`src/sv/tcc_pkg.sv`:
```
// Shared constants, codes and types of the text console cursor and cell engine.
`default_nettype none
package tcc_pkg;

	// Grid geometry
	localparam int MAX_COLUMNS = 128;
	localparam int MAX_ROWS    = 64;
	localparam int COL_W       = $clog2(MAX_COLUMNS);
	localparam int ROW_W       = $clog2(MAX_ROWS);
	localparam int ADDR_W      = COL_W + ROW_W;
	localparam int MEM_DEPTH   = 1 << ADDR_W;

	// Character codes
	localparam logic [7:0] CH_SPACE = 8'h20;
	localparam logic [7:0] CH_QMARK = 8'h3F;
	localparam logic [7:0] CH_LF    = 8'h0A;
	localparam logic [7:0] CH_CR    = 8'h0D;
	localparam logic [7:0] CH_BS    = 8'h08;

	// Opcodes
	localparam logic [1:0] OP_PUT   = 2'd0;
	localparam logic [1:0] OP_CLEAR = 2'd1;
	localparam logic [1:0] OP_READ  = 2'd2;

	// Status codes
	localparam logic [1:0] ST_OK      = 2'd0;
	localparam logic [1:0] ST_NOINIT  = 2'd1;
	localparam logic [1:0] ST_OUTSIDE = 2'd2;

	// Register indexes
	localparam logic [2:0] REG_ENABLED     = 3'd0;
	localparam logic [2:0] REG_COLUMN_CNT  = 3'd1;
	localparam logic [2:0] REG_ROW_CNT     = 3'd2;
	localparam logic [2:0] REG_GLYPH_FIRST = 3'd3;
	localparam logic [2:0] REG_GLYPH_TOTAL = 3'd4;
	localparam logic [2:0] REG_VISIBLE     = 3'd5;

	typedef struct packed {
		logic       enabled;
		logic [7:0] column_count;
		logic [6:0] row_count;
		logic [7:0] glyph_first;
		logic [8:0] glyph_total;
		logic       visible;
	} cfg_t;

	// Commands from controller to datapath
	typedef struct packed {
		logic take;
		logic decode;
		logic init_wr;
		logic sc_wr;
		logic blank;
		logic put;
		logic rd_cap;
		logic out_load;
	} ctl_cmd_t;

	// Status from datapath to controller
	typedef struct packed {
		logic dec_clear;
		logic dec_scroll;
		logic dec_put;
		logic dec_read;
		logic copy_needed;
		logic col_last;
		logic row_last;
		logic init_last;
		logic out_free;
	} dp_status_t;

endpackage
`default_nettype wire

```
`src/sv/tcc_regs.sv`:
```
// APB-style configuration register file of the console engine.
`default_nettype none
module tcc_regs (
	input  wire logic         clk,
	input  wire logic         arst_n,
	input  wire logic         psel,
	input  wire logic         penable,
	input  wire logic         pwrite,
	input  wire logic [4:0]   paddr,
	input  wire logic [31:0]  pwdata,
	output logic [31:0]       prdata,
	output logic              pready,
	output tcc_pkg::cfg_t     cfg
);

	tcc_pkg::cfg_t cfg_q;
	logic          wr_en;
	logic [2:0]    idx;

	assign pready = 1'b1;
	assign wr_en  = psel & penable & pwrite & pready;
	assign idx    = paddr[4:2];
	assign cfg    = cfg_q;

	// Register writes
	always_ff @(posedge clk or negedge arst_n) begin
		if (!arst_n) begin
			cfg_q.enabled      <= 1'b1;
			cfg_q.column_count <= 8'd80;
			cfg_q.row_count    <= 7'd30;
			cfg_q.glyph_first  <= 8'd32;
			cfg_q.glyph_total  <= 9'd95;
			cfg_q.visible      <= 1'b1;
		end else if (wr_en) begin
			case (idx)
				tcc_pkg::REG_ENABLED:     cfg_q.enabled      <= pwdata[0];
				tcc_pkg::REG_COLUMN_CNT:  cfg_q.column_count <= pwdata[7:0];
				tcc_pkg::REG_ROW_CNT:     cfg_q.row_count    <= pwdata[6:0];
				tcc_pkg::REG_GLYPH_FIRST: cfg_q.glyph_first  <= pwdata[7:0];
				tcc_pkg::REG_GLYPH_TOTAL: cfg_q.glyph_total  <= pwdata[8:0];
				tcc_pkg::REG_VISIBLE:     cfg_q.visible      <= pwdata[0];
				default: ;
			endcase
		end
	end

	// Read back
	always_comb begin
		prdata = '0;
		case (idx)
			tcc_pkg::REG_ENABLED:     prdata = {31'd0, cfg_q.enabled};
			tcc_pkg::REG_COLUMN_CNT:  prdata = {24'd0, cfg_q.column_count};
			tcc_pkg::REG_ROW_CNT:     prdata = {25'd0, cfg_q.row_count};
			tcc_pkg::REG_GLYPH_FIRST: prdata = {24'd0, cfg_q.glyph_first};
			tcc_pkg::REG_GLYPH_TOTAL: prdata = {23'd0, cfg_q.glyph_total};
			tcc_pkg::REG_VISIBLE:     prdata = {31'd0, cfg_q.visible};
			default:                  prdata = '0;
		endcase
	end

endmodule
`default_nettype wire

```
`config.mk`:
```
export PLATFORM = sky130hd
export DESIGN_NAME = tcc_regs
export DESIGN_NICKNAME = d
export VERILOG_FILES = /design/src/sv/tcc_pkg.sv /design/src/sv/tcc_regs.sv
export SDC_FILE = /design/constraint.sdc
export NUM_CORES = 1
export LEC_CHECK = 0
export BUFFER_PORTS_ARGS = -buffer_cell sky130_fd_sc_hd__buf_2
export CORE_AREA = 2 2 80 82
export DETAILED_ROUTE_END_ITERATION = 10
export DIE_AREA = 0 0 82 84
export GPL_ROUTABILITY_DRIVEN = 0
export PLACE_DENSITY = 0.6
export SYNTH_ARGS = -nofsm -noshare
export SYNTH_HDL_FRONTEND = slang
export SYNTH_SLANG_ARGS = --single-unit
```
`constraint.sdc`:
```
create_clock -name clk -period 1.3 [get_ports clk]
set_clock_uncertainty 0.2 [all_clocks]
set_input_delay 0.26 -clock clk [delete_from_list [all_inputs] [get_ports clk]]
set_output_delay 0.26 -clock clk [all_outputs]
set_load 0.03 [all_outputs]
```
==> results.json <==
{
  "dp.cells": 326,
  "path_max_fanout": 2,
  "grt_antenna_before_repair": 0,
  "fin_tns_setup_ns": -8.64,
  "crit_chain": "mux2_4 -> a221oi_2 -> a31oi_2 -> buf_6",
  "grt_pass1_vias": 1566,
  "min_period_ns": 1.86,
  "cp.required_ns": 0.84,
  "start_util": 0.306,
  "synthTopCellsByArea": "dfrtp_1, mux2_2, dfstp_2",
  "grt_pass1_wl_um": 7940,
  "synth-edff-count": 0,
  "cpMaxStageDelayCell": "dfrtp_1",
  "drive_gt1_frac": 0.768,
  "cp-start-kind": "register",
  "finalNetCount": 317,
  "dp.final_hpwl_um": 3520,
  "max_cap_viol_count": 0,
  "p_clk_frac": 0.165,
  "dieWidth_um": 82,
  "power.density_nw_per_um2": 1370,
  "core_um2": 6100,
  "rows": 29,
  "largest_reg_flops": 34,
  "die_h_um": 84,
  "cp-end-kind": "output pin",
  "synth_largest_area_cell": "dfrtp_1",
  "max_stage_delay_ns": 0.39,
  "seqPwrFrac": 0.329,
  "clockRootBuffer": "clkbuf_8",
  "yosysTopAreaCellShare": 0.255,
  "p_total_mw": 4.62,
  "ys.warnings.count": 0,
  "fillCellCount": 512,
  "cts_tree": "built",
  "io_buffers": 59,
  "slew_violations": 0,
  "yosys_register_bits": 34,
  "synthTopCellsByCount": "mux2_2, buf_4, dfrtp_1, dfstp_2, mux2i_1",
  "route.detailed.drc": 0,
  "p_sw_frac": 0.349,
  "dieArea_um2": 6890,
  "clock_path_buffers": 2,
  "synth_ff_type": "dfrtp_1",
  "final_cells": 353,
  "cts_sinks": 34,
  "syn_area_um2": 1860,
  "htreeDepth": 2,
  "critPathArrivalTime_ns": 1.40,
  "p_leak_nw": 1.67,
  "clkLatencyLatePin_ns": 0.28,
  "combPwrFrac": 0.506,
  "area_growth_pct": 81.5,
  "critPathKind": "register to output pin",
  "internal_power_mw": 3.00,
  "gr-total-overflow": 0,
  "routed_via_density": 4.34,
  "grt_setup_unrepaired": "true",
  "numCtsBuffers": 5,
  "hold_viol_final": 0,
  "synth_seq_area_share": 0.467,
  "first_iter_violations": 35,
  "whs_ns": 0.0316,
  "utilization": 0.555,
  "synth_most_common_cell": "mux2_2",
  "ys_types": 26,
  "post-route-period-util": 1.43,
  "grt_usage": 0.154,
  "violations": "negative setup slack",
  "avgSynthCellArea_um2": 12.5,
  "p_sw_mw": 1.61,
  "drtAntennaViolNets": 0,
  "wl_um": 4980,
  "grt_max_degree": 35,
  "synthArstFlopShare": 1.00,
  "syn_inst": 149,
  "pin_count": 109,
  "setup_viol": 52,
  "hold_class": "input pin to register",
  "vdd_drop_max_uv": 665,
  "outcome": "finished with violations",
  "dr.pass1.iters": 4,
  "vias": 1533,
  "wl_per_cell_um": 14.1,
  "max_freq_mhz": 539,
  "path_clk_slew_ns": 0.08,
  "setup_ws_ns": -0.556,
  "diodes": 0
}
## routing by layer
layer,global-route usage,share of wire
met2,0.235,0.49
met1,0.205,0.43
met4,0.0500,0.015
met3,0.0498,0.070
met5,0,0
## logic make-up after synthesis
family	Yosys count	synth area share
buf+inv	31	0.124
other cells	2	0.00403
simple gates	30	0.112
compound gates	9	0.0383
flops	34	0.467
mux	43	0.255
## layout make-up
class	instances	area [µm²]	share of cell area
multi-input cells	106	1050	0.312
clock inverters	2	10.0	0.00296
clock buffers	6	72.6	0.0215
well taps	77	96.3	0.0285
repair buffers	126	1260	0.372
inverters	2	7.51	0.00222
flip-flops and latches	34	882	0.261
## worst max-delay path, delay by kind of cell, from the launching register on
family	cells	cell delay (ns)
buffers and inverters	1	0.15
DFF	1	0.39
AOI/OAI and AO/OA	2	0.30
muxes	1	0.26
## placed cells by master, fill, tap and decap left out, drive strengths merged
cell type	n
clkbuf	6
nor2	6
buf	124
o21ai	1
nor3	2
nor2b	1
clkinv	2
dlygate4sd3	2
conb	24
a211o	5
nor3b	6
nand2b	3
mux2i	7
dfstp	15
a31oi	1
nand3	4
o211ai	1
and2	2
a221oi	1
mux2	36
dfrtp	19
inv	2
nand2	3
and3	3
## power groups by stage
| stage | clock network [mW] | logic, mW | registers (mW) |
|---|---|---|---|
| after floorplan | 0 | 0.672 | 1.93 |
| after global placement | 0 | 1.70 | 1.48 |
| after detailed placement | 0 | 1.71 | 1.48 |
| after CTS | 0.794 | 2.24 | 1.51 |
| after global routing | 0.831 | 2.46 | 1.55 |
| final | 0.763 | 2.34 | 1.52 |
## per-stage QoR
stage / setup WS, ns / instance area (µm²)
floorplan: -0.392 / 2160
finish: -0.556 / 3380
global route: -0.621 / 3380
global placement: -0.434 / 2690
detailed placement: -0.448 / 2690
CTS: -0.579 / 3280
## final timing paths
kind,startpoint,endpoint,slack (ns),cells after the start
hold reg to reg,cfg[25],cfg[25],0.37,1
max in group asynchronous,arst_n,cfg[7],0.39,3
setup reg to reg,cfg[28],cfg[28],-0.01,4
setup / recovery,cfg[18],prdata[0],-0.56,4
min in group asynchronous,arst_n,cfg[12],0.25,3
hold / removal,pwdata[7],cfg[17],0.03,2
## what timing repair did
item                       in CTS  in global routing
hold endpoints to repair       35                  0
gates cloned                    0                  0
setup endpoints to repair      72                 67
hold buffers                    2                  0
pin swaps                      12                  4
gates resized for setup       131                 12
setup buffers                  12                 15
Power figures use the tool's default switching activity.
