--- config.mk ---
export PLATFORM = sky130hd
export DESIGN_NAME = tcc_ctrl
export DESIGN_NICKNAME = d
export VERILOG_FILES = /design/src/sv/tcc_pkg.sv /design/src/sv/tcc_ctrl.sv
export SDC_FILE = /design/constraint.sdc
export NUM_CORES = 1
export LEC_CHECK = 0
export ABC_AREA = 1
export BUFFER_PORTS_ARGS = -buffer_cell sky130_fd_sc_hd__buf_2
export CAP_MARGIN = 20
export CORE_AREA = 2 2 39 41
export CTS_CLUSTER_SIZE = 24
export DETAILED_ROUTE_END_ITERATION = 7
export DIE_AREA = 0 0 41 43
export GPL_TIMING_DRIVEN = 0
export PLACE_DENSITY = 0.59
export SLEW_MARGIN = 20
export SYNTH_ARGS = -nofsm -noshare
export SYNTH_HDL_FRONTEND = slang
export SYNTH_SLANG_ARGS = --single-unit
--- constraint.sdc ---
create_clock -name clk -period 1.4 [get_ports clk]
set_input_delay 0.21 -clock clk [delete_from_list [all_inputs] [get_ports clk]]
set_output_delay 0.21 -clock clk [all_outputs]
set_load 0.05 [all_outputs]
--- src/sv/tcc_pkg.sv ---
// Shared constants, codes and types of the text console cursor and cell engine.
`default_nettype none
package tcc_pkg;

	// Grid geometry
	localparam int MAX_COLUMNS = 128;
	localparam int MAX_ROWS    = 64;
	localparam int COL_W       = $clog2(MAX_COLUMNS);
	localparam int ROW_W       = $clog2(MAX_ROWS);
	localparam int ADDR_W      = COL_W + ROW_W;
	localparam int MEM_DEPTH   = 1 << ADDR_W;

	// Character codes
	localparam logic [7:0] CH_SPACE = 8'h20;
	localparam logic [7:0] CH_QMARK = 8'h3F;
	localparam logic [7:0] CH_LF    = 8'h0A;
	localparam logic [7:0] CH_CR    = 8'h0D;
	localparam logic [7:0] CH_BS    = 8'h08;

	// Opcodes
	localparam logic [1:0] OP_PUT   = 2'd0;
	localparam logic [1:0] OP_CLEAR = 2'd1;
	localparam logic [1:0] OP_READ  = 2'd2;

	// Status codes
	localparam logic [1:0] ST_OK      = 2'd0;
	localparam logic [1:0] ST_NOINIT  = 2'd1;
	localparam logic [1:0] ST_OUTSIDE = 2'd2;

	// Register indexes
	localparam logic [2:0] REG_ENABLED     = 3'd0;
	localparam logic [2:0] REG_COLUMN_CNT  = 3'd1;
	localparam logic [2:0] REG_ROW_CNT     = 3'd2;
	localparam logic [2:0] REG_GLYPH_FIRST = 3'd3;
	localparam logic [2:0] REG_GLYPH_TOTAL = 3'd4;
	localparam logic [2:0] REG_VISIBLE     = 3'd5;

	typedef struct packed {
		logic       enabled;
		logic [7:0] column_count;
		logic [6:0] row_count;
		logic [7:0] glyph_first;
		logic [8:0] glyph_total;
		logic       visible;
	} cfg_t;

	// Commands from controller to datapath
	typedef struct packed {
		logic take;
		logic decode;
		logic init_wr;
		logic sc_wr;
		logic blank;
		logic put;
		logic rd_cap;
		logic out_load;
	} ctl_cmd_t;

	// Status from datapath to controller
	typedef struct packed {
		logic dec_clear;
		logic dec_scroll;
		logic dec_put;
		logic dec_read;
		logic copy_needed;
		logic col_last;
		logic row_last;
		logic init_last;
		logic out_free;
	} dp_status_t;

endpackage
`default_nettype wire

--- src/sv/tcc_ctrl.sv ---
// Sequencer of the console engine: item intake, memory walks and result hand-off.
`default_nettype none
module tcc_ctrl (
	input  wire logic                clk,
	input  wire logic                arst_n,
	input  wire logic                cmd_valid,
	output logic                     cmd_stall,
	input  wire tcc_pkg::dp_status_t sts,
	output tcc_pkg::ctl_cmd_t        cmd
);

	localparam logic [3:0] S_INIT   = 4'd0;
	localparam logic [3:0] S_IDLE   = 4'd1;
	localparam logic [3:0] S_DECODE = 4'd2;
	localparam logic [3:0] S_SC_RD  = 4'd3;
	localparam logic [3:0] S_SC_WR  = 4'd4;
	localparam logic [3:0] S_BLANK  = 4'd5;
	localparam logic [3:0] S_PUT    = 4'd6;
	localparam logic [3:0] S_RDCAP  = 4'd7;
	localparam logic [3:0] S_DONE   = 4'd8;

	logic [3:0] state_q;
	logic [3:0] state_nxt;
	logic       put_pend_q;

	assign cmd_stall = (state_q != S_IDLE);

	// Next state and command decode
	always_comb begin
		state_nxt = state_q;
		cmd       = '0;
		case (state_q)
			S_INIT: begin
				cmd.init_wr = 1'b1;
				if (sts.init_last) state_nxt = S_IDLE;
			end
			S_IDLE: begin
				if (cmd_valid) begin
					cmd.take  = 1'b1;
					state_nxt = S_DECODE;
				end
			end
			S_DECODE: begin
				cmd.decode = 1'b1;
				if (sts.dec_clear)
					state_nxt = S_BLANK;
				else if (sts.dec_scroll)
					state_nxt = sts.copy_needed ? S_SC_RD : S_BLANK;
				else if (sts.dec_put)
					state_nxt = S_PUT;
				else if (sts.dec_read)
					state_nxt = S_RDCAP;
				else
					state_nxt = S_DONE;
			end
			S_SC_RD: state_nxt = S_SC_WR;
			S_SC_WR: begin
				cmd.sc_wr = 1'b1;
				state_nxt = (sts.col_last && sts.row_last) ? S_BLANK : S_SC_RD;
			end
			S_BLANK: begin
				cmd.blank = 1'b1;
				if (sts.col_last && sts.row_last)
					state_nxt = put_pend_q ? S_PUT : S_DONE;
			end
			S_PUT: begin
				cmd.put   = 1'b1;
				state_nxt = S_DONE;
			end
			S_RDCAP: begin
				cmd.rd_cap = 1'b1;
				state_nxt  = S_DONE;
			end
			S_DONE: begin
				if (sts.out_free) begin
					cmd.out_load = 1'b1;
					state_nxt    = S_IDLE;
				end
			end
			default: state_nxt = S_IDLE;
		endcase
	end

	// State register; a put pending behind a scroll is remembered
	always_ff @(posedge clk or negedge arst_n) begin
		if (!arst_n) begin
			state_q    <= S_INIT;
			put_pend_q <= 1'b0;
		end else begin
			state_q <= state_nxt;
			if (cmd.decode) put_pend_q <= sts.dec_put;
		end
	end

endmodule
`default_nettype wire

==> impl_results.rst, run 1 <==
.. list-table::
   :header-rows: 1

   * - Metric
     - Value
   * - Outcome
     - finished, violations left
   * - Worst hold path class
     - input pin to register
   * - Finish-stage setup viols
     - 8
   * - Origin of the critical flop-to-flop path
     - state_q[0]$_DFFE_PN0P_
   * - Number of distinct library cell variants in the gate-level netlist after synthesis
     - 16
   * - Total routed wirelength
     - 1.37 mm
   * - Placement Cell Area
     - 636 um^2
   * - Total half-perimeter wirelength after legalization and detailed placement
     - 966 um
   * - Number of cell rows
     - 14
   * - Number of buffers added on ports
     - 20
   * - Share of the clock period used by the worst path after layout
     - 106%
   * - Most numerous cell in the Yosys netlist
     - nand2_1
   * - Synth area leader
     - dfrtp_1
   * - Share of synthesized registers carrying an async set or reset
     - 100%
   * - Footprint of the multi-input gates
     - 374 um^2
   * - Antenna diode count
     - 0
   * - Peak clock frequency supported by timing
     - 0.673 GHz
   * - Int Pwr
     - 0.913 mW
   * - Top-Level Pins
     - 21
   * - Total CTS buffers
     - 3
   * - Number of buffers between clock root and the deepest sink
     - 2
   * - Chip width
     - 41 um
   * - Yosys warning total
     - 0
   * - Routed wire length per instance
     - 10.8 um
   * - Clock Sinks
     - 5
   * - Slowest Stage Delay on Critical Path
     - 0.46 ns
   * - Launch instance of the worst min-delay path
     - sts[6]
   * - Area of the die
     - 0.00176 mm^2
   * - Share of total power consumed by net switching
     - 54.3%
   * - Post-route clock skew
     - 0.00214 ns
   * - CTS root buf
     - clkbuf_4
   * - Final-layout setup total negative slack
     - -0.325 ns
   * - First-pass GRT wire length
     - 2.35 mm
   * - Worst slew margin relative to its limit
     - 84.9%
   * - Flop and latch count out of synthesis
     - 5
   * - Peak fanout along the critical path
     - 4
   * - # DRC
     - 0
   * - Crit-path cells
     - nor2_4 -> inv_4 -> nor4_4 -> buf_6
   * - Placeable core area
     - 0.00138 mm^2
   * - Final cell count without fillers
     - 127
   * - Vias in the first global route
     - 569
   * - Final Util
     - 62.1%
   * - Average footprint of a synthesized cell
     - 5.73 um^2
   * - Worst setup path category
     - register to primary output
   * - Number of placed instances, taps included
     - 115
   * - Combinational share of power
     - 75.0%
   * - Area of all placed cells without fillers
     - 860 um^2
   * - Final antenna-violating net count
     - 0
   * - Layout-stage area growth over the synthesis result
     - 89.8%
   * - Most instantiated cells after synthesis
     - 26 x nand2_1, 12 x inv_1, 10 x nor2_1
   * - Min cycle time layout
     - 1.49 ns
   * - Arrival time at the worst endpoint
     - 1.28 ns
   * - Clock tree from TritonCTS
     - yes
   * - DR vias/cell
     - 4.78
   * - Combined flip-flop and latch cell area
     - 130 um^2
   * - Die Y-Extent
     - 43 um
   * - Sort of element at the end of the critical path
     - primary output
   * - Unrepaired setup endpoints after global routing
     - true
   * - Sw power
     - 1.08 mW
   * - Worst slack at placement
     - -0.000616 ns
   * - Clock-pin slew on the worst setup and hold paths
     - 0.04 ns
   * - Fin. max-slew vios
     - 0
   * - Reg power frac
     - 17.0%
   * - Max-capacitance violation count
     - 0
   * - Crit-path slowest cell
     - dfrtp_2
   * - Gate Count Post-Synth
     - 79
   * - Net count after synthesis
     - 91
   * - Synth Cell Area
     - 453 um^2
   * - Leakage power summed over all cells
     - 0.449 nW
   * - Proportion of synthesized chip area in sequential cells
     - 27.6%
   * - Vias
     - 607
   * - Worst setup path start
     - state_q[0]$_DFFE_PN0P_
   * - Cell Pwr Density
     - 2320 mW/mm^2
   * - Worst-case vdd ir drop
     - 0.00142 V
   * - Data required, critical path
     - 1.19 ns
   * - Violations in the final reports
     - setup timing
   * - Initial DRC Count
     - 3
   * - Main synth FF type
     - dfrtp_1
   * - Initial core utilization
     - 32.7%
   * - Maximum number of pins on one net before global-route repair
     - 6
   * - Fillers
     - 130
   * - 1st-pass router iterations
     - 2
   * - Initial antenna violation count
     - 0
   * - Dominant delay contributor by cell family on the critical path
     - flip-flops
   * - Number of synthesized flops with an enable pin
     - 0
   * - Gpl congestion
     - 0.786
   * - Fraction of final layout cells sized beyond drive strength 1
     - 50.5%
   * - Dominant cells by area after synthesis
     - dfrtp_1 28%, nand2_1 22%, inv_1 9.9%, nor2_1 8.3%, nand3_1 5.5%
   * - GR Util All Layers
     - 19.7%
   * - Pin slew with the least headroom to its limit
     - 0.225 ns
   * - Count of endpoints failing hold in the final timing report
     - 0
   * - Count of buffering cells on the critical path with inverters included
     - 2
   * - Clock latency on the worst-skew pair
     - 0.24 ns
   * - Clock network power share
     - 8.0%
   * - CP Launch Type
     - register
   * - Global route overflow
     - 0
   * - # nets final
     - 124
   * - Number of levels in the clock H-tree
     - 1
   * - Setup slack after layout
     - -0.0860 ns
   * - Post-synth top area share
     - 27.6%
[power by group through the flow]
stage	sequential [mW]	clock, mW	combinational (mW)
floorplan	0.297	0	0.860
global placement	0.319	0	1.04
detailed placement	0.320	0	1.04
CTS	0.336	0.168	1.36
global route	0.345	0.184	1.63
finish	0.340	0.159	1.50
[tightest hold or removal path, cell delays in order]
cell and delay, ns:
buf_2 0.10, nand2_1 0.05, o21ai_0 0.07
[repair_timing]
item / in CTS / in global routing
setup endpoints to repair: 9 / 9
hold buffers: 1 / 0
endpoints found under the hold margin: 5 / 0
resized for setup: 29 / 8
buffers inserted: 6 / 1
pin swaps: 3 / 1
[final cells by class]
type                    instances  share of cell area [%]
flip-flops and latches          5                    15.1
repair buffers                 28                    28.2
multi-input cells              58                    43.5
inverters                      16                    7.71
well taps                      16                    2.33
clock buffers                   4                    3.06
[per-stage QoR]
step                power, mW  hold WS [ns]
CTS                      1.86         0.230
finish                   2.00         0.232
floorplan                1.16       -0.0856
global route             2.15         0.261
detailed placement       1.36        0.0276
global placement         1.35        0.0274
[path summary, 6_finish.rpt]
path	endpoint	slack, ns	depth (start not counted)
setup / recovery	cmd[0]	-0.09	4
hold / removal	put_pend_q$_DFFE_PN0P_	0.23	3
setup reg to reg	state_q[3]$_DFFE_PN0P_	0.05	8
hold reg to reg	put_pend_q$_DFFE_PN0P_	0.62	2
max in group asynchronous	state_q[2]$_DFFE_PN0P_	0.95	2
min in group asynchronous	put_pend_q$_DFFE_PN0P_	0.31	2
[routing by layer]
layer  track usage (%)  wire length [um]  share of wire (%)
met1              24.8               550                 40
met3              1.57                42                3.1
met5                 0                 0                  0
met4              12.7                57                4.2
met2              30.6               718                 52
[logic make-up after synthesis]
kind of cell           after synthesis  synth area share [%]
buffers and inverters               16                  13.3
AO/OA/AOI/OAI                        7                  8.29
flip-flops                           5                  27.6
AND/OR/NAND/NOR                     51                  50.8
[registers in the layout, summed over array words and instances, names as in the netlist]
name and cells:
state_q 4, put_pend_q 1
[placed cells by master (no fill, tap or decap), drive strengths merged]
cell type     n
clkinv        1
dlygate4sd3   1
dfrtp         5
buf          27
nor3          3
nor2         14
inv          15
a21oi         1
o21ai         5
nor4          1
clkbuf        4
o211ai        1
nand4         2
nand3         5
nand2        26
Note: power is estimated with default switching activity, not from simulation.
==> run 2: changes to the inputs <==
--- a/config.mk
+++ b/config.mk
@@ -13,7 +13,7 @@
 export DETAILED_ROUTE_END_ITERATION = 7
 export DIE_AREA = 0 0 41 43
 export GPL_TIMING_DRIVEN = 0
-export PLACE_DENSITY = 0.59
+export PLACE_DENSITY = 0.62
 export SLEW_MARGIN = 20
 export SYNTH_ARGS = -nofsm -noshare
 export SYNTH_HDL_FRONTEND = slang
==> constraint.sdc (replaced) <==
create_clock -name clk -period 1.28 [get_ports clk]
set_input_delay 0.192 -clock clk [delete_from_list [all_inputs] [get_ports clk]]
set_output_delay 0.192 -clock clk [all_outputs]
set_load 0.05 [all_outputs]
==> run 2 against run 1 <==
The run still ends with setup timing left. Setup slack worse by 0.068 ns. Final cell count up 4.7%. Die area unchanged. Sequential power up 9.4%. Non-clock buffer count up 6. Routed wire length up 14%. Total power up 22%. Via count up 6.8%. Clock skew up 0.0023 ns. Critical endpoint unchanged. Final area up 8.7%.
==> impl_results.rst, run 2 (synthesis gave the netlist of run 1 again) <==
.. list-table::
   :header-rows: 1

   * - Metric
     - Value
   * - Setup slack, reg-to-reg
     - -0.11 ns
   * - Final-layout setup total negative slack
     - -1.49 ns
   * - Launch instance of the worst min-delay path
     - sts[6]
   * - Unrepaired setup endpoints after global routing
     - true
   * - Vias
     - 648
   * - GR Util All Layers
     - 18.6%
   * - CTS root buf
     - clkbuf_4
   * - Global route overflow
     - 0
   * - Largest reg by FF count
     - state_q
   * - Number of levels in the clock H-tree
     - 1
   * - Pin slew with the least headroom to its limit
     - 0.223 ns
   * - Destination of the critical timing path
     - cmd[0]
   * - Clock-pin slew on the worst setup and hold paths
     - 0.04 ns
   * - Top-Level Pins
     - 21
   * - Die Y-Extent
     - 43 um
   * - Total half-perimeter wirelength after legalization and detailed placement
     - 976 um
   * - Origin of the critical flop-to-flop path
     - state_q[1]$_DFFE_PN0P_
   * - R2R cell count
     - 9
   * - # DRC
     - 0
   * - Number of buffers added on ports
     - 20
   * - Maximum number of pins on one net before global-route repair
     - 6
   * - Worst-case vdd ir drop
     - 0.00170 V
   * - Worst setup path category
     - register to primary output
   * - Violations in the final reports
     - setup timing
   * - Initial DRC Count
     - 13
   * - Worst setup path start
     - state_q[1]$_DFFE_PN0P_
   * - Worst slew margin relative to its limit
     - 85.0%
   * - Number of placed instances, taps included
     - 115
   * - First-pass GRT wire length
     - 2.24 mm
   * - Leading cell type in the layout, fill and taps excluded
     - nand2_1
   * - Flip-flop count of the largest register after layout
     - 4
   * - CP Launch Type
     - register
   * - Number of cell rows
     - 14
   * - Setup slack after layout
     - -0.154 ns
   * - Initial antenna violation count
     - 0
   * - Clock tree from TritonCTS
     - yes
   * - Count of endpoints failing hold in the final timing report
     - 0
   * - Peak clock frequency supported by timing
     - 0.697 GHz
   * - Max-capacitance violation count
     - 0
   * - Regs by FF count
     - state_q (4), put_pend_q (1)
   * - Total routed wirelength
     - 1.56 mm
   * - Total CTS buffers
     - 3
   * - Outcome
     - finished, violations left
   * - Routed wire length per instance
     - 11.8 um
   * - DR vias/cell
     - 4.87
   * - Fin. max-slew vios
     - 0
   * - # nets final
     - 130
   * - Worst flop-to-flop path endpoint
     - state_q[3]$_DFFE_PN0P_
   * - Clock Sinks
     - 5
   * - Area of the die
     - 0.00176 mm^2
   * - Leakage power summed over all cells
     - 0.482 nW
   * - Worst hold path class
     - input pin to register
   * - Gpl congestion
     - 0.831
   * - Final cell count without fillers
     - 133
   * - Fillers
     - 114
   * - Initial core utilization
     - 32.7%
   * - Placeable core area
     - 0.00138 mm^2
   * - Vias in the first global route
     - 587
   * - Data required, critical path
     - 1.09 ns
   * - Share of the clock period used by the worst path after layout
     - 112%
   * - 1st-pass router iterations
     - 4
   * - Cell Pwr Density
     - 2610 mW/mm^2
   * - Post-route clock skew
     - 0.00448 ns
   * - Clock latency on the worst-skew pair
     - 0.24 ns
   * - Final antenna-violating net count
     - 0
   * - Number of buffers between clock root and the deepest sink
     - 2
   * - Finish-stage setup viols
     - 13
   * - Peak fanout along the critical path
     - 5
   * - Min cycle time layout
     - 1.43 ns
   * - Antenna diode count
     - 0
   * - Final Util
     - 67.5%
   * - Sort of element at the end of the critical path
     - primary output
   * - Chip width
     - 41 um
   * - Layout-stage area growth over the synthesis result
     - 106%
   * - Arrival time at the worst endpoint
     - 1.24 ns
   * - Top library cells by usage in the layout, fill and taps aside
     - 19 x nand2_1, 11 x buf_2, 10 x inv_1, 10 x buf_4
   * - Fraction of final layout cells sized beyond drive strength 1
     - 59.0%
run 2: report_power, final:
group	total, mW	internal (mW)	switching (mW)
clock network	0.174	0.117	0.0565
logic	1.90	0.796	1.10
registers	0.372	0.237	0.134
total	2.44	1.15	1.29
run 2: worst min path at each step:
stage	slack, ns	to	cells past startpoint
2_1_floorplan	-0.10	put_pend_q$_DFFE_PN0P_	0
3_3_place_gp	0.007	put_pend_q$_DFFE_PN0P_	1
3_5_place_dp	0.007	put_pend_q$_DFFE_PN0P_	1
4_1_cts	0.22	put_pend_q$_DFFE_PN0P_	3
5_1_grt	0.25	put_pend_q$_DFFE_PN0P_	3
6_report	0.23	put_pend_q$_DFFE_PN0P_	3
run 2: timing repair:
item	CTS	global route
gates resized for setup	35	16
pin swaps	8	9
buffers inserted	9	5
endpoints found under the setup margin	13	13
hold buffers	1	0
endpoints found under the hold margin	5	0
run 2: metal layers:
layer | share of wire, % | global-route usage (%)
met5 | 0 | 0
met4 | 0.77 | 12.0
met3 | 3.2 | 2.09
met2 | 54 | 27.5
met1 | 42 | 24.3
run 2: critical path, cell delays in order (launching register included):
cell     delay, ns
dfrtp_2       0.46
nor2_4        0.14
inv_4         0.07
nor4_4        0.14
buf_6         0.19
run 2: layout make-up:
cell class              instances  area, um^2  share of cell area [%]
repair buffers                 34         290                    31.1
multi-input cells              58         397                    42.4
well taps                      16        20.0                    2.14
clock buffers                   4        26.3                    2.81
flip-flops and latches          5         130                    13.9
inverters                      16        71.3                    7.63
run 2: metrics by stage:
stage	power, mW	setup WS [ns]	area, um^2	hold slack [ns]
2_1_floorplan	1.26	-0.203	514	-0.104
3_3_place_gp	1.47	-0.129	634	0.00748
3_5_place_dp	1.49	-0.168	634	0.00742
4_1_cts	2.14	-0.148	848	0.221
5_1_grt	2.59	-0.217	935	0.246
6_report	2.44	-0.154	935	0.225
==> run 3: changes to the inputs <==
--- a/config.mk
+++ b/config.mk
@@ -5,7 +5,6 @@
 export SDC_FILE = /design/constraint.sdc
 export NUM_CORES = 1
 export LEC_CHECK = 0
-export ABC_AREA = 1
 export BUFFER_PORTS_ARGS = -buffer_cell sky130_fd_sc_hd__buf_2
 export CAP_MARGIN = 20
 export CORE_AREA = 2 2 39 41
@@ -13,7 +12,7 @@
 export DETAILED_ROUTE_END_ITERATION = 7
 export DIE_AREA = 0 0 41 43
 export GPL_TIMING_DRIVEN = 0
-export PLACE_DENSITY = 0.62
+export PLACE_DENSITY = 0.63
 export SLEW_MARGIN = 20
 export SYNTH_ARGS = -nofsm -noshare
 export SYNTH_HDL_FRONTEND = slang
==> run 3 against run 2 <==
The flow still finishes with violations (setup timing). Routed wire length rose by 15%. Clock skew shrank 0.0016 ns. Non-clock buffer count is 8 higher. Combinational power about the same. First-iteration DRC count unchanged. Setup slack worse by 0.20 ns. Worst hold slack worse by 0.041 ns. Synthesized cell count shrank 15%.
==> impl_results.rst, run 3 <==
.. list-table::
   :header-rows: 1

   * - Metric
     - Value
   * - Share of the synthesized netlist area taken by xor and xnor gates
     - 0%
   * - Leakage power summed over all cells
     - 0.467 nW
   * - Total routed wirelength
     - 1.80 mm
   * - Multiplexer fraction of the synthesized cell area
     - 0%
   * - Post-synthesis adder-cell area fraction
     - 0%
   * - Number of cell rows
     - 14
   * - Slowest Stage Delay on Critical Path
     - 0.58 ns
   * - Vias
     - 666
   * - Placement Cell Area
     - 701 um^2
   * - Fin. max-slew vios
     - 0
   * - Cell Pwr Density
     - 2180 mW/mm^2
   * - Gate Count Post-Synth
     - 67
   * - Number of buffers between clock root and the deepest sink
     - 2
   * - Number of distinct library cell variants in the gate-level netlist after synthesis
     - 30
   * - CTS root buf
     - clkbuf_4
   * - Maximum number of pins on one net before global-route repair
     - 11
   * - Crit-path slowest cell
     - or4b_4
   * - Count of buffering cells on the critical path with inverters included
     - 2
   * - Area of the die
     - 0.00176 mm^2
   * - Yosys warning total
     - 0
   * - Peak fanout along the critical path
     - 3
   * - Total CTS buffers
     - 3
   * - Dominant cells by area after synthesis
     - dfrtp_1 27%, nor2_1 8.8%, a21oi_1 8.6%, nand2b_1 5.3%, nand2_1 4.8%
   * - Min cycle time layout
     - 1.63 ns
   * - Setup slack after layout
     - -0.353 ns
   * - Leading cell type in the layout, fill and taps excluded
     - buf_6
   * - Sort of element at the end of the critical path
     - primary output
   * - Initial DRC Count
     - 13
   * - Max-capacitance violation count
     - 0
   * - Pin slew with the least headroom to its limit
     - 0.387 ns
   * - Crit-path cells
     - or4b_4 -> clkinv_8 -> buf_12
   * - Synth Area in Compound Gates
     - 28.9%
   * - # nets final
     - 122
   * - Vias in the first global route
     - 634
   * - # DRC
     - 0
   * - Share of synthesized registers carrying an async set or reset
     - 100%
   * - Most instantiated cells after synthesis
     - 11 x nor2_1, 8 x a21oi_1, 6 x nand2_1
   * - Number of levels in the clock H-tree
     - 1
   * - Number of buffers added on ports
     - 20
   * - CP Launch Type
     - register
   * - Gpl congestion
     - 0.758
   * - Worst slew margin relative to its limit
     - 74.0%
   * - Outcome
     - finished, violations left
   * - Placeable core area
     - 0.00138 mm^2
   * - Synth area leader
     - dfrtp_1
   * - Routed wire length per instance
     - 14.4 um
   * - Share of the clock period used by the worst path after layout
     - 128%
   * - Data required, critical path
     - 1.09 ns
   * - Clock-pin slew on the worst setup and hold paths
     - 0.04 ns
   * - First-pass GRT wire length
     - 2.73 mm
   * - Dominant delay contributor by cell family on the critical path
     - simple AND/OR/NAND/NOR gates
   * - Worst setup path category
     - register to primary output
   * - Arrival time at the worst endpoint
     - 1.44 ns
   * - Unrepaired setup endpoints after global routing
     - true
   * - Final-layout setup total negative slack
     - -3.07 ns
   * - Antenna diode count
     - 0
   * - Area of all placed cells without fillers
     - 0.00108 mm^2
   * - Fraction of final layout cells sized beyond drive strength 1
     - 67.9%
   * - Initial antenna violation count
     - 0
   * - Synth Cell Area
     - 468 um^2
   * - Count of endpoints failing hold in the final timing report
     - 0
   * - Clock tree from TritonCTS
     - yes
   * - Global route overflow
     - 0
   * - Clock latency on the worst-skew pair
     - 0.24 ns
   * - Peak clock frequency supported by timing
     - 0.612 GHz
   * - Post-route clock skew
     - 0.00286 ns
   * - Proportion of synthesized chip area in sequential cells
     - 26.7%
   * - Layout-stage area growth over the synthesis result
     - 130%
   * - Number of synthesized flops with an enable pin
     - 0
   * - Top library cells by usage in the layout, fill and taps aside
     - 12 x buf_6, 11 x buf_2, 10 x buf_4, 7 x nor2_4, 6 x a21oi_1
   * - Most numerous cell in the Yosys netlist
     - nor2_1
   * - Post-synthesis share of cell area spent on and, or, nand and nor gates
     - 36.1%
   * - Main synth FF type
     - dfrtp_1
   * - Post-synth top area share
     - 26.7%
   * - Average footprint of a synthesized cell
     - 6.98 um^2
   * - Worst-case vdd ir drop
     - 0.00122 V
   * - 1st-pass router iterations
     - 4
   * - Net count after synthesis
     - 79
   * - DR vias/cell
     - 5.33
   * - Chip width
     - 41 um
   * - Combinational family with the most area after synthesis
     - simple AND/OR/NAND/NOR gates
   * - GR Util All Layers
     - 23.6%
   * - Final antenna-violating net count
     - 0
   * - Finish-stage setup viols
     - 13
   * - Fillers
     - 89
   * - Initial core utilization
     - 33.8%
   * - Total half-perimeter wirelength after legalization and detailed placement
     - 1.00 mm
   * - Violations in the final reports
     - setup timing
   * - Largest reg by FF count
     - state_q
   * - Regs by FF count
     - state_q (4), put_pend_q (1)
   * - Top-Level Pins
     - 21
   * - Flip-flop count of the largest register after layout
     - 4
   * - Flop and latch count out of synthesis
     - 5
   * - Die Y-Extent
     - 43 um
   * - Clock Sinks
     - 5
   * - Worst hold path class
     - input pin to register
-- run 3: cell count changes after synthesis, sizes merged, moves of 3 or more --
cell | before | now
nand3 | 5 | 1
nand2b | 0 | 4
buf | 0 | 3
a21oi | 1 | 8
nand2 | 26 | 6
o21ai | 5 | 2
inv | 15 | 4
-- run 3: logic make-up after synthesis --
logic type,after synthesis
flops,5
compound gates,20
buf+inv,9
simple gates,33
-- run 3: through the flow --
step | power [mW] | worst slack [ns] | hold slack, ns | std cells | utilization (%)
3_5_place_dp | 1.42 | -0.263 | 0.00781 | 103 | 50.6
3_3_place_gp | 1.42 | -0.261 | 0.00729 | 103 | 50.6
2_1_floorplan | 1.22 | -0.206 | -0.104 | 67 | -
5_1_grt | 2.49 | -0.390 | 0.193 | 125 | 77.8
4_1_cts | 2.14 | -0.381 | 0.179 | 123 | 71.5
6_report | 2.35 | -0.353 | 0.184 | 125 | 77.8
-- run 3: worst reg2reg max path, cell delays in order, from the launching register on --
cell and delay, ns:
dfrtp_2 0.42, or4b_4 0.58, buf_6 0.15, nor2_4 0.09, a2bb2oi_2 0.06, o22ai_1 0.15
-- run 3: cell type report --
cell class	instances	area [um^2]	share of cell area (%)
Multi-Input combinational cell	53	455	42.3
Buffer	4	67.6	6.28
Timing Repair Buffer	38	348	32.3
Sequential cell	5	128	11.9
Clock buffer	4	26.3	2.44
Inverter	5	31.3	2.91
Tap cell	16	20.0	1.86
-- run 3: metal layers --
metal / track usage (%) / vias up / wire, um
met5: 0 / - / 0
met4: 6.00 / 0 / 48
met3: 4.71 / 6 / 74
met2: 41.3 / 28 / 966
met1: 27.4 / 312 / 713
li1: - / 320 / -
-- run 3: path summary, 6_finish.rpt --
path,start,end,slack [ns],depth (start not counted)
max,state_q[2]$_DFFE_PN0P_,cmd[6],-0.35,3
min,sts[6],put_pend_q$_DFFE_PN0P_,0.18,3
max reg2reg,state_q[2]$_DFFE_PN0P_,state_q[3]$_DFFE_PN0P_,-0.27,5
min reg2reg,put_pend_q$_DFFE_PN0P_,put_pend_q$_DFFE_PN0P_,0.50,2
max in group asynchronous,arst_n,state_q[0]$_DFFE_PN0P_,0.85,2
min in group asynchronous,arst_n,state_q[3]$_DFFE_PN0P_,0.29,2
-- run 3: what timing repair did --
| action | in CTS | in global routing |
|---|---|---|
| pin swaps | 9 | 11 |
| hold endpoints to repair | 5 | 0 |
| gates resized for setup | 37 | 17 |
| buffers inserted | 15 | 2 |
| endpoints found under the setup margin | 14 | 14 |
| hold buffers | 1 | 0 |
-- run 3: power breakdown --
group / total, mW / switching, mW / leakage [nW] / internal (mW)
combinational: 1.89 / 0.953 / 0.389 / 0.937
clock: 0.183 / 0.0647 / 0.0150 / 0.118
sequential: 0.276 / 0.0574 / 0.0625 / 0.218
